[config.mk]
export PLATFORM = sky130hd
export DESIGN_NAME = hsd_key_buf
export DESIGN_NICKNAME = d
export VERILOG_FILES = /design/src/rtl/core/hsd_pkg.sv /design/src/rtl/core/hsd_key_buf.sv
export SDC_FILE = /design/constraint.sdc
export NUM_CORES = 1
export LEC_CHECK = 0
export BUFFER_PORTS_ARGS = -buffer_cell sky130_fd_sc_hd__clkbuf_2
export CAP_MARGIN = 25
export CORE_MARGIN = 2
export CORE_UTILIZATION = 25
export CTS_BUF_LIST = sky130_fd_sc_hd__clkbuf_8
export DETAILED_ROUTE_END_ITERATION = 10
export HOLD_SLACK_MARGIN = 0.08
export PLACE_DENSITY = 0.48
export SYNTH_ARGS = -nofsm -noshare
export SYNTH_HDL_FRONTEND = slang
export SYNTH_SLANG_ARGS = --single-unit
[constraint.sdc]
create_clock -name clock -period 2.7 [get_ports clock]
set_clock_uncertainty 0.2 [all_clocks]
set_input_delay 0.27 -clock clock [delete_from_list [all_inputs] [get_ports clock]]
set_output_delay 0.27 -clock clock [all_outputs]
set_load 0.03 [all_outputs]
[src/rtl/core/hsd_pkg.sv]
// package: types, constants and hash functions for the hashed string dictionary
package hsd_pkg;
   localparam int BucketsDefault = 16;
   localparam int EntriesDefault = 8;
   localparam int MaxKeyLenDefault = 32;
   localparam int ValueWidthDefault = 32;

   localparam logic [2:0] ST_INSERTED  = 3'd0;
   localparam logic [2:0] ST_DUPLICATE = 3'd1;
   localparam logic [2:0] ST_FULL      = 3'd2;
   localparam logic [2:0] ST_FOUND     = 3'd3;
   localparam logic [2:0] ST_NOT_FOUND = 3'd4;
   localparam logic [2:0] ST_TOO_LONG  = 3'd5;

   typedef struct packed {
      logic        kind;
      logic [6:0]  key_byte;
      logic        last;
      logic [31:0] insert_value;
   } req_type;

   typedef struct packed {
      logic [2:0]  status;
      logic [31:0] found_value;
   } rsp_type;

   function automatic logic [31:0] hash_mix(input logic [31:0] h, input logic [6:0] b);
      logic [31:0] t;
      t = h + {25'd0, b};
      t = t + (t << 10);
      t = t ^ (t >> 6);
      return t;
   endfunction

   function automatic logic [31:0] hash_finish(input logic [31:0] h);
      logic [31:0] t;
      t = h + (h << 3);
      t = t ^ (t >> 11);
      t = t + (t << 15);
      return t;
   endfunction
endpackage

[src/rtl/core/hsd_key_buf.sv]
// pending key buffer: byte memory written as the key arrives, read during compare and copy
module hsd_key_buf
   import hsd_pkg::*;
#(
   parameter int MAX_KEY_LEN = MaxKeyLenDefault,
   localparam int AW = (MAX_KEY_LEN > 1) ? $clog2(MAX_KEY_LEN) : 1
) (
   input  logic          clock,
   input  logic          wr_en,
   input  logic [AW-1:0] wr_addr,
   input  logic [6:0]    wr_data,
   input  logic [AW-1:0] rd_addr,
   output logic [6:0]    rd_data
);
   logic [6:0] mem [MAX_KEY_LEN];
   logic [6:0] rd_ff;
   always_ff @(posedge clock) begin
      if (wr_en) mem[wr_addr] <= wr_data;
      rd_ff <= mem[rd_addr];
   end
   assign rd_data = rd_ff;
endmodule

==> reports/results.ini, run 1 <==
[status]
status = complete, no violations

[pwr]
p_sw_w = 0.00157
switching_share_pct = 21.8
p_clk_share_pct = 38.4
p_leak_nw = 3.37
ir_worst_vdd_uv = 229
p_seq_share_pct = 55.7
comb_power_share_pct = 5.9
powerDensity_mw_per_mm2 = 684
internal_power_w = 0.00563

[floorplanning]
start_util_pct = 25.5
core.rowCount = 68
die_area_mm2 = 0.0369
die_h_um = 192
coreArea_mm2 = 0.0346
io_pins = 26
fp.dieW_um = 192

[route]
detail-route-antenna-nets = 0
vias = 4072
detail_route.iter0.violations = 411
routed_wl_um = 20300
wire_per_inst_um = 21.4
drc = 0
avgViaCountPerCell = 4.31
first_pass_iters = 4

[worst_hold_path]
min_path_type = input pin to flop

[synth]
ys_warn_count = 0
syn_avg_cell_area_um2 = 23.9
synthCells = 370
synth_seq_cells = 231
synthesis.area_mm2 = 0.00883
seq_area_frac_synth_pct = 77.7
yosys.cell_types.count = 14
syn-num-nets = 389

[worst_setup_path]
crit_top_cell = mux4_2
crit_required_ps = 2910
worst_ep_arrival_time_ps = 2230
path_class = flop to flop
cp-end-kind = flop
reg2reg_slack_ps = 680
cp_cell_sequence = mux4_2, mux4_2, mux2_2
worstSetupStartpointType = flop
cpPeakStageDelay_ps = 550
path_max_fanout = 1
crit_path_top_delay_cell = mux4_2

[placed_design]
port_buffers = 25
gp_congestion = 0.733
dp_hpwl_um = 13400
pre_cts_ws_ps = 209

[timing]
hold_violations = 0
maxSlewViolCount = 0
setup_viol = 0
period_needed_ps = 2020
holdWs_ps = 186
relSlewSlack_pct = 50.2
rsz0062_at_grt = false
timing.final.crit_share_pct = 74.7
max_freq_mhz = 496
fin_ws_ps = 682
tightest_slew_ps = 746
fin_setup_tns_ps = 0

[layout]
area_delta_synth_final_pct = 19.2
drive_above_1_share_pct = 40.4
final_net_count = 483
n_antenna_cell = 0

[grt]
grt_pass1_wl_um = 30200
first_global_vias = 4344
grt_max_degree = 33
grt_overflow = 0
grt_use_total_pct = 11.4
antenna_found_initial = 0

[cts]
clkTransAtPathRegs_ps = 60
root_buffer = clkbuf_8
cts_tree = yes
h-tree-depth = 2
clock_latency_ps = 520
cts.path.max_buffers = 3
cts_inserted_buffers = 39
clock-sinks = 231

[flow_run]
max-cap-violations = 0

## Yosys cell counts
| cell type | number | area [µm²] |
|---|---|---|
| edfxtp_1 | 224 | 6730 |
| dfxtp_1 | 7 | 140 |
| or3b_2 | 3 | 26.3 |
| nand3_1 | 2 | 10.0 |
| or3_1 | 1 | 6.26 |
| nor2_1 | 33 | 124 |
| clkbuf_1 | 8 | 30.0 |
| buf_6 | 5 | 56.3 |
| mux2_2 | 7 | 78.8 |
| mux4_2 | 70 | 1580 |
| buf_1 | 2 | 7.51 |
| nand3b_1 | 5 | 37.5 |
| nand2_1 | 1 | 3.75 |
| buf_2 | 2 | 10.0 |
## routing by layer
metal	global-route usage (%)	part of all wire, %	vias to the layer above
li1	-	-	1763
met1	16.5	47	2156
met2	17.4	46	116
met3	2.47	4.7	37
met4	3.14	2.0	0
met5	0	0	-
## cell families (layout without fill, tap and decap cells)
kind of cell           Yosys count  count (layout)  share of synthesized area [%]
buffers and inverters           17             137                           1.18
DFF                            231             231                           77.7
muxes                           77              77                           18.7
and+or+nand+nor                 45              45                           2.35
## what timing repair did
item,4_1_cts,5_1_grt
setup buffers,0,0
hold buffers,1,0
gates resized for setup,0,0
endpoints found under the hold margin,7,0
## flip-flops by register name (all words and copies together) (netlist names)
register	cells
rd_data	7
mem	224
## through the flow
stage | total power [W] | area [µm²] | utilization [%] | instances
2_1_floorplan | 0.00432 | 8830 | - | 370
3_3_place_gp | 0.00452 | 9820 | 28.4 | 877
3_5_place_dp | 0.00453 | 9820 | 28.4 | 877
4_1_cts | 0.00732 | 10500 | 30.4 | 945
5_1_grt | 0.00749 | 10500 | 30.4 | 945
6_report | 0.00720 | 10500 | 30.4 | 945
## critical path: cells and delay by family (launching register included)
kind / cells / cell delay [ps]
muxes: 3 / 1340
DFF: 1 / 370
## worst paths after layout
| kind | from | end | cells after the start |
|---|---|---|---|
| setup reg to reg | mem[22][6]$_DFFE_PP_ | rd_data[6]$_DFF_P_ | 3 |
| setup / recovery | mem[22][6]$_DFFE_PP_ | rd_data[6]$_DFF_P_ | 3 |
| hold reg to reg | mem[31][1]$_DFFE_PP_ | rd_data[1]$_DFF_P_ | 3 |
| hold / removal | wr_addr[3] | mem[28][4]$_DFFE_PP_ | 3 |
## area by class of cell
type / count / area [µm²]
fillers: 3306 / 24100
flip-flops and latches: 231 / 6870
multi-input cells: 122 / 1860
clock buffers: 43 / 592
well taps: 455 / 569
repair buffers: 70 / 531
clock inverters: 24 / 104
## cells in the final DEF (no fill, tap or decap), drive strengths merged, types with 3 or more instances in the layout
master  count
clkbuf     67
mux2        7
mux4       70
nor2       33
nand3b      5
inv        13
clkinv     10
edfxtp    224
or3b        3
buf        45
dfxtp       7
## power by group through the flow
| stage | Sequential (W) | Combinational (W) | Clock (W) |
|---|---|---|---|
| finish | 0.00401 | 0.000427 | 0.00277 |
| global route | 0.00401 | 0.000461 | 0.00301 |
| CTS | 0.00401 | 0.000441 | 0.00286 |
| detailed placement | 0.00409 | 0.000440 | 0 |
| global placement | 0.00409 | 0.000434 | 0 |
| floorplan | 0.00410 | 0.000215 | 0 |
(Power assumes the default switching activity.)
==> inputs of run 2 (changes only) <==
--- a/config.mk
+++ b/config.mk
@@ -12,7 +12,7 @@
 export CTS_BUF_LIST = sky130_fd_sc_hd__clkbuf_8
 export DETAILED_ROUTE_END_ITERATION = 10
 export HOLD_SLACK_MARGIN = 0.08
-export PLACE_DENSITY = 0.48
+export PLACE_DENSITY = 0.49
 export SYNTH_ARGS = -nofsm -noshare
 export SYNTH_HDL_FRONTEND = slang
 export SYNTH_SLANG_ARGS = --single-unit
==> constraint.sdc (replaced) <==
create_clock -name clock -period 1.7 [get_ports clock]
set_clock_uncertainty 0.2 [all_clocks]
set_input_delay 0.17 -clock clock [delete_from_list [all_inputs] [get_ports clock]]
set_output_delay 0.17 -clock clock [all_outputs]
set_load 0.03 [all_outputs]
==> run 2 against run 1 <==
  * Critical path depth stayed put
  * Final cell count is 1.8% higher
  * The run now ends with setup timing left
  * Register-to-register slack worse by 1000 ps
  * Combinational power grew 67%
  * Worst hold slack worse by 54 ps
  * Clock power up 55%
  * Die area unchanged
  * Flip-flop and latch count stayed put
==> reports/results.ini, run 2 (same netlist as run 1, synthesis figures left out) <==
[timing]
fin_ws_ps = -329  ; was 682 ps
maxSlewViolCount = 0  ; unchanged
max_freq_mhz = 493  ; was 496 MHz
holdWs_ps = 131  ; was 186 ps
tightest_slew_ps = 663  ; was 746 ps
relSlewSlack_pct = 55.8  ; was 50.2%
period_needed_ps = 2030  ; was 2020 ps
timing.final.crit_share_pct = 119  ; was 74.7%
rsz0062_at_grt = true  ; was false
setup_viol = 7  ; was 0
hold_violations = 0  ; unchanged

[pwr]
p_leak_nw = 3.46  ; was 3.37 nW
total_power_w = 0.0114  ; was 0.00720 W
powerDensity_mw_per_mm2 = 1060  ; was 684 mW/mm²
ir_worst_vdd_uv = 396  ; was 229 µV

[placed_design]
dp_hpwl_um = 12900  ; was 13400 µm
placed_cells = 889  ; was 877
pre_cts_ws_ps = -654  ; was 209 ps
gp_congestion = 0.719  ; was 0.733
port_buffers = 25  ; unchanged

[cts]
cts_tree = yes  ; unchanged
cts_inserted_buffers = 38  ; was 39
clock-sinks = 231  ; unchanged
root_buffer = clkbuf_8  ; unchanged
h-tree-depth = 2  ; unchanged
clkTransAtPathRegs_ps = 60  ; about the same
cts.path.max_buffers = 3  ; unchanged
clock_latency_ps = 520  ; about the same

[layout]
largest_register_ffs = 224  ; unchanged
multi_input_area_mm2 = 0.00189  ; was 0.00186 mm²
nFillCells = 3271  ; was 3306
n_antenna_cell = 0  ; unchanged
utilization_pct = 30.9  ; was 30.4%
drive_above_1_share_pct = 43.0  ; was 40.4%
seq_area_mm2 = 0.00687  ; unchanged
layout_common_cells = 224 x edfxtp_1, 70 x mux4_2, 50 x buf_4  ; was 224 x edfxtp_1, 70 x mux4_2, 43 x clkbuf_8
final_common_cell = edfxtp_1  ; unchanged
stdcell_count = 962  ; was 945
area_delta_synth_final_pct = 21.1  ; was 19.2%
regMostFlops = mem  ; unchanged
final_net_count = 499  ; was 483

[grt]
grt_use_total_pct = 10.9  ; was 11.4%
antenna_found_initial = 0  ; unchanged
grt_max_degree = 33  ; unchanged
grt_pass1_wl_um = 29000  ; was 30200 µm
first_global_vias = 4369  ; was 4344
grt_overflow = 0  ; unchanged

[worst_hold_path]
min_path_type = input pin to flop  ; unchanged

[floorplanning]
coreArea_mm2 = 0.0346  ; unchanged
die_area_mm2 = 0.0369  ; unchanged
io_pins = 26  ; unchanged
core.rowCount = 68  ; unchanged
start_util_pct = 25.5  ; unchanged
die_h_um = 192  ; unchanged
fp.dieW_um = 192  ; unchanged

[worst_setup_path]
path_class = flop to flop  ; unchanged
cp-end-kind = flop  ; unchanged
worst_ep_arrival_time_ps = 2240  ; was 2230 ps
worstSetupStartpointType = flop  ; unchanged
path_max_fanout = 1  ; unchanged
crit_required_ps = 1910  ; was 2910 ps

[route]
detail_route.iter0.violations = 312  ; was 411
drc = 0  ; unchanged
first_pass_iters = 4  ; unchanged
avgViaCountPerCell = 4.26  ; was 4.31
wire_per_inst_um = 19.9  ; was 21.4 µm
detail-route-antenna-nets = 0  ; unchanged
vias = 4095  ; was 4072
routed_wl_um = 19100  ; was 20300 µm

[flow_run]
max-cap-violations = 0  ; unchanged

[status]
violations = setup timing
status = finished, violations left  ; was complete, no violations

[run 2: cell count changes in the layout (fill, tap and decap cells not counted)]
cell,previous run,this run
inv_6,1,0
mux2_2,7,5
dlygate4sd3_1,1,6
nor2_2,0,6
clkinv_1,6,4
mux2_4,0,2
nor2_1,33,27
buf_12,5,7
clkbuf_8,43,41
buf_4,40,50
clkinv_2,4,9
[run 2: stage by stage]
stage	TNS, ps	area (µm²)
global placement	-6590	9950
finish	-2100	10700
CTS	-2240	10700
global route	-2370	10700
detailed placement	-7020	9950
floorplan	-2780	8900
[run 2: where the power goes]
part           leakage (nW)  switching, W  internal, W
logic                 0.983      0.000389     0.000325
registers              2.08     0.0000346      0.00634
clock network         0.400       0.00206      0.00223
[run 2: cell type report]
| class | count | area share (%) |
|---|---|---|
| clock buffers | 41 | 5.28 |
| multi-input cells | 122 | 17.6 |
| well taps | 455 | 5.32 |
| repair buffers | 87 | 6.51 |
| clock inverters | 26 | 1.05 |
| flip-flops and latches | 231 | 64.2 |
[run 2: worst max-delay path, stage by stage (launching register included)]
cell and delay (ps):
edfxtp_1 370, mux4_2 520, mux4_2 550, mux2_4 290
[run 2: path summary, 6_finish.rpt]
check        cells past startpoint  slack, ps                  from                  to
max                              3       -330  mem[27][1]$_DFFE_PP_  rd_data[1]$_DFF_P_
min reg2reg                      3        710  mem[15][6]$_DFFE_PP_  rd_data[6]$_DFF_P_
max reg2reg                      3       -330  mem[27][1]$_DFFE_PP_  rd_data[1]$_DFF_P_
min                              4        130            rd_addr[1]  rd_data[1]$_DFF_P_
[run 2: timing repair]
| action | 4_1_cts | 5_1_grt |
|---|---|---|
| hold buffers | 6 | 0 |
| buffers inserted | 0 | 0 |
| gates resized for setup | 1 | 1 |
| endpoints found under the hold margin | 119 | 0 |
| setup endpoints to repair | 7 | 7 |
[run 2: layer usage]
layer  part of all wire, %  GRT usage (%)  vias up
met3                   6.2           2.54       27
met4                   1.6           3.14        0
met2                    46           16.7      109
li1                      -              -     1798
met5                     0              0        -
met1                    46           15.4     2161
==> inputs of run 3 (changes only) <==
--- a/config.mk
+++ b/config.mk
@@ -5,14 +5,15 @@
 export SDC_FILE = /design/constraint.sdc
 export NUM_CORES = 1
 export LEC_CHECK = 0
+export ABC_AREA = 1
 export BUFFER_PORTS_ARGS = -buffer_cell sky130_fd_sc_hd__clkbuf_2
 export CAP_MARGIN = 25
 export CORE_MARGIN = 2
-export CORE_UTILIZATION = 25
+export CORE_UTILIZATION = 36
 export CTS_BUF_LIST = sky130_fd_sc_hd__clkbuf_8
 export DETAILED_ROUTE_END_ITERATION = 10
 export HOLD_SLACK_MARGIN = 0.08
-export PLACE_DENSITY = 0.49
+export PLACE_DENSITY = 0.62
 export SYNTH_ARGS = -nofsm -noshare
 export SYNTH_HDL_FRONTEND = slang
 export SYNTH_SLANG_ARGS = --single-unit
==> run 3 against run 2 <==
  * The flow now finishes without violations
  * Sequential power about the same
  * Combinational power up 25%
  * Total power down 0.42%
  * Core utilization up 12 points
  * Critical endpoint is now mem[8][2]$_DFFE_PP_
  * Final cell count up 31%
  * Area after synthesis up 6.6%
  * First-iteration DRC count up 130%
  * Synthesized cell count up 120%
==> reports/results.ini, run 3 <==
[status]
status = complete, no violations  ; was finished, violations left

[route]
vias = 6238  ; was 4095
first_pass_iters = 5  ; was 4
routed_wl_um = 22800  ; was 19100 µm
drc = 0  ; unchanged
detail_route.iter0.violations = 715  ; was 312
wire_per_inst_um = 18.1  ; was 19.9 µm
detail-route-antenna-nets = 0  ; unchanged
avgViaCountPerCell = 4.94  ; was 4.26

[cts]
cts_resized = 0  ; was 1
cts_tree = yes  ; unchanged
clock_latency_ps = 520  ; about the same
root_buffer = clkbuf_8  ; unchanged
cts_inserted_buffers = 37  ; was 38
cts.path.max_buffers = 3  ; unchanged
clkTransAtPathRegs_ps = 60  ; about the same
h-tree-depth = 2  ; unchanged
clock-sinks = 231  ; unchanged

[floorplanning]
io_pins = 26  ; unchanged
start_util_pct = 36.4  ; was 25.5%
fp.dieW_um = 166  ; was 192 µm
die_area_mm2 = 0.0275  ; was 0.0369 mm²
die_h_um = 166  ; was 192 µm
coreArea_mm2 = 0.0258  ; was 0.0346 mm²
core.rowCount = 59  ; was 68

[worst_setup_path]
worstSetupStartpointType = input pin  ; was flop
reg2reg_slack_ps = 360  ; was -330 ps
path_max_fanout = 7  ; was 1
crit_required_ps = 1710  ; was 1910 ps
worst_ep_arrival_time_ps = 1600  ; was 2240 ps
path_class = input pin to flop  ; was flop to flop
cp-end-kind = flop  ; unchanged

[pwr]
p_leak_nw = 4.19  ; was 3.46 nW
ir_worst_vdd_uv = 470  ; was 396 µV
powerDensity_mw_per_mm2 = 1030  ; was 1060 mW/mm²

[layout]
nFillCells = 2446  ; was 3271
stdcell_count = 1262  ; was 962
multi_input_area_mm2 = 0.00220  ; was 0.00189 mm²
regMostFlops = mem  ; unchanged
final_net_count = 920  ; was 499
drive_above_1_share_pct = 13.5  ; was 43.0%
area_delta_synth_final_pct = 17.3  ; was 21.1%
final_common_cell = nand2_1  ; was edfxtp_1
utilization_pct = 42.8  ; was 30.9%
layout_common_cells = 315 x nand2_1, 224 x edfxtp_1, 180 x nand3_1  ; was 224 x edfxtp_1, 70 x mux4_2, 50 x buf_4
seq_area_mm2 = 0.00687  ; unchanged
n_antenna_cell = 0  ; unchanged
largest_register_ffs = 224  ; unchanged

[synth]
ys.flop_type = edfxtp_1  ; unchanged
yosys-top-cells-area = edfxtp_1 71%, nand2_1 13%, nand3_1 9.6%, dfxtp_1 1.5%, nor2_1 1.3%  ; was edfxtp_1 76%, mux4_2 18%, dfxtp_1 1.6%, nor2_1 1.4%, mux2_2 0.89%
seq_area_frac_synth_pct = 72.9  ; was 77.7%
ys_async_sr_fraction_pct = 0  ; unchanged
synth_seq_cells = 231  ; unchanged
ys_warn_count = 0  ; unchanged
synth_top_cells_by_count = 315 x nand2_1, 224 x edfxtp_1, 180 x nand3_1, 32 x nor2_1, 22 x buf_2  ; was 224 x edfxtp_1, 70 x mux4_2, 33 x nor2_1, 8 x clkbuf_1
synthCells = 813  ; was 370
syn-num-nets = 832  ; was 389
synth_top_area_share_pct = 71.4  ; was 76.1%
synthesis.area_mm2 = 0.00942  ; was 0.00883 mm²
synth.most_common_cell = nand2_1  ; was edfxtp_1
yosys.cell_types.count = 14  ; unchanged
synth-edff-count = 224  ; unchanged
syn_avg_cell_area_um2 = 11.6  ; was 23.9 µm²
yosysTopAreaCell = edfxtp_1  ; unchanged

[timing]
period_needed_ps = 1590  ; was 2030 ps
max_freq_mhz = 627  ; was 493 MHz
rsz0062_at_grt = false  ; was true
maxSlewViolCount = 0  ; unchanged
timing.final.crit_share_pct = 93.8  ; was 119%
setup_viol = 0  ; was 7
hold_violations = 0  ; unchanged
tightest_slew_ps = 498  ; was 663 ps
fin_setup_tns_ps = 0  ; was -2100 ps
relSlewSlack_pct = 66.8  ; was 55.8%

[placed_design]
port_buffers = 25  ; unchanged
placed_cells = 1185  ; was 889
gp_congestion = 0.839  ; was 0.719
dp_hpwl_um = 13900  ; was 12900 µm

[grt]
grt_use_total_pct = 16.8  ; was 10.9%
first_global_vias = 6198  ; was 4369
antenna_found_initial = 1  ; was 0
grt_pass1_wl_um = 35900  ; was 29000 µm
grt_max_degree = 60  ; was 33
grt_overflow = 0  ; unchanged

[worst_hold_path]
min_path_type = input pin to flop  ; unchanged

[flow_run]
max-cap-violations = 0  ; unchanged

run 3: cell count changes after synthesis, moves of 2 or more:
| cell | previous run | this run |
|---|---|---|
| nand3_1 | 2 | 180 |
| mux2_2 | 7 | 0 |
| mux4_2 | 70 | 0 |
| nand2_1 | 1 | 315 |
| inv_1 | 0 | 8 |
| buf_1 | 2 | 4 |
| clkbuf_1 | 8 | 2 |
| buf_6 | 5 | 9 |
| or3b_2 | 3 | 0 |
| buf_4 | 0 | 7 |
| nand3b_1 | 5 | 0 |
| buf_2 | 2 | 22 |
run 3: metrics by stage:
step / area, µm² / worst slack, ps / hold slack [ps] / power (W)
after floorplan: 9420 / 348 / 68.9 / 0.00695
after global placement: 10300 / 80.9 / 313 / 0.00735
after detailed placement: 10300 / 69.7 / 311 / 0.00736
after CTS: 11000 / 133 / 81.4 / 0.0114
after global routing: 11000 / 33.0 / 136 / 0.0117
final: 11000 / 105 / 110 / 0.0113
run 3: final timing paths:
kind | from | endpoint | depth (start not counted)
max | wr_addr[4] | mem[8][2]$_DFFE_PP_ | 6
min | wr_addr[1] | mem[17][0]$_DFFE_PP_ | 5
max reg2reg | mem[19][3]$_DFFE_PP_ | rd_data[3]$_DFF_P_ | 8
min reg2reg | mem[8][4]$_DFFE_PP_ | rd_data[4]$_DFF_P_ | 8
run 3: per-layer routing:
metal  global-route usage (%)  share of wire [%]  vias up
met5                        0              0.048        -
met4                     5.67                2.5        2
met3                     2.86                6.2       40
met2                     26.9                 47      211
met1                     23.4                 45     2993
li1                         -                  -     2992
run 3: where the power goes:
part           internal, W  total (W)  switching, W
clock network      0.00202    0.00407       0.00205
registers          0.00633    0.00637     0.0000360
logic             0.000291   0.000891      0.000600
total              0.00864     0.0113       0.00268
run 3: repair_timing:
action / in CTS / in global routing
hold endpoints to repair: 211 / 0
buffers inserted: 0 / 0
hold buffers: 12 / 0
run 3: final cells by class:
type | count | share of cell area, %
Tap cell | 335 | 3.79
Multi-Input combinational cell | 527 | 19.9
Inverter | 10 | 0.362
Clock buffer | 37 | 4.61
Sequential cell | 231 | 62.1
Clock inverter | 28 | 0.996
Timing Repair Buffer | 94 | 8.15
run 3: cells by family after synthesis:
group                  count (synthesis)  share of synthesized area (%)
buffers and inverters                 55                           3.68
AND/OR/NAND/NOR                      527                           23.4
flip-flops                           231                           72.9
run 3: critical path: stages:
cell	delay (ps)
dlygate4sd3_1	530
clkbuf_2	170
inv_1	130
nand3_1	210
nor2_1	190
buf_4	200
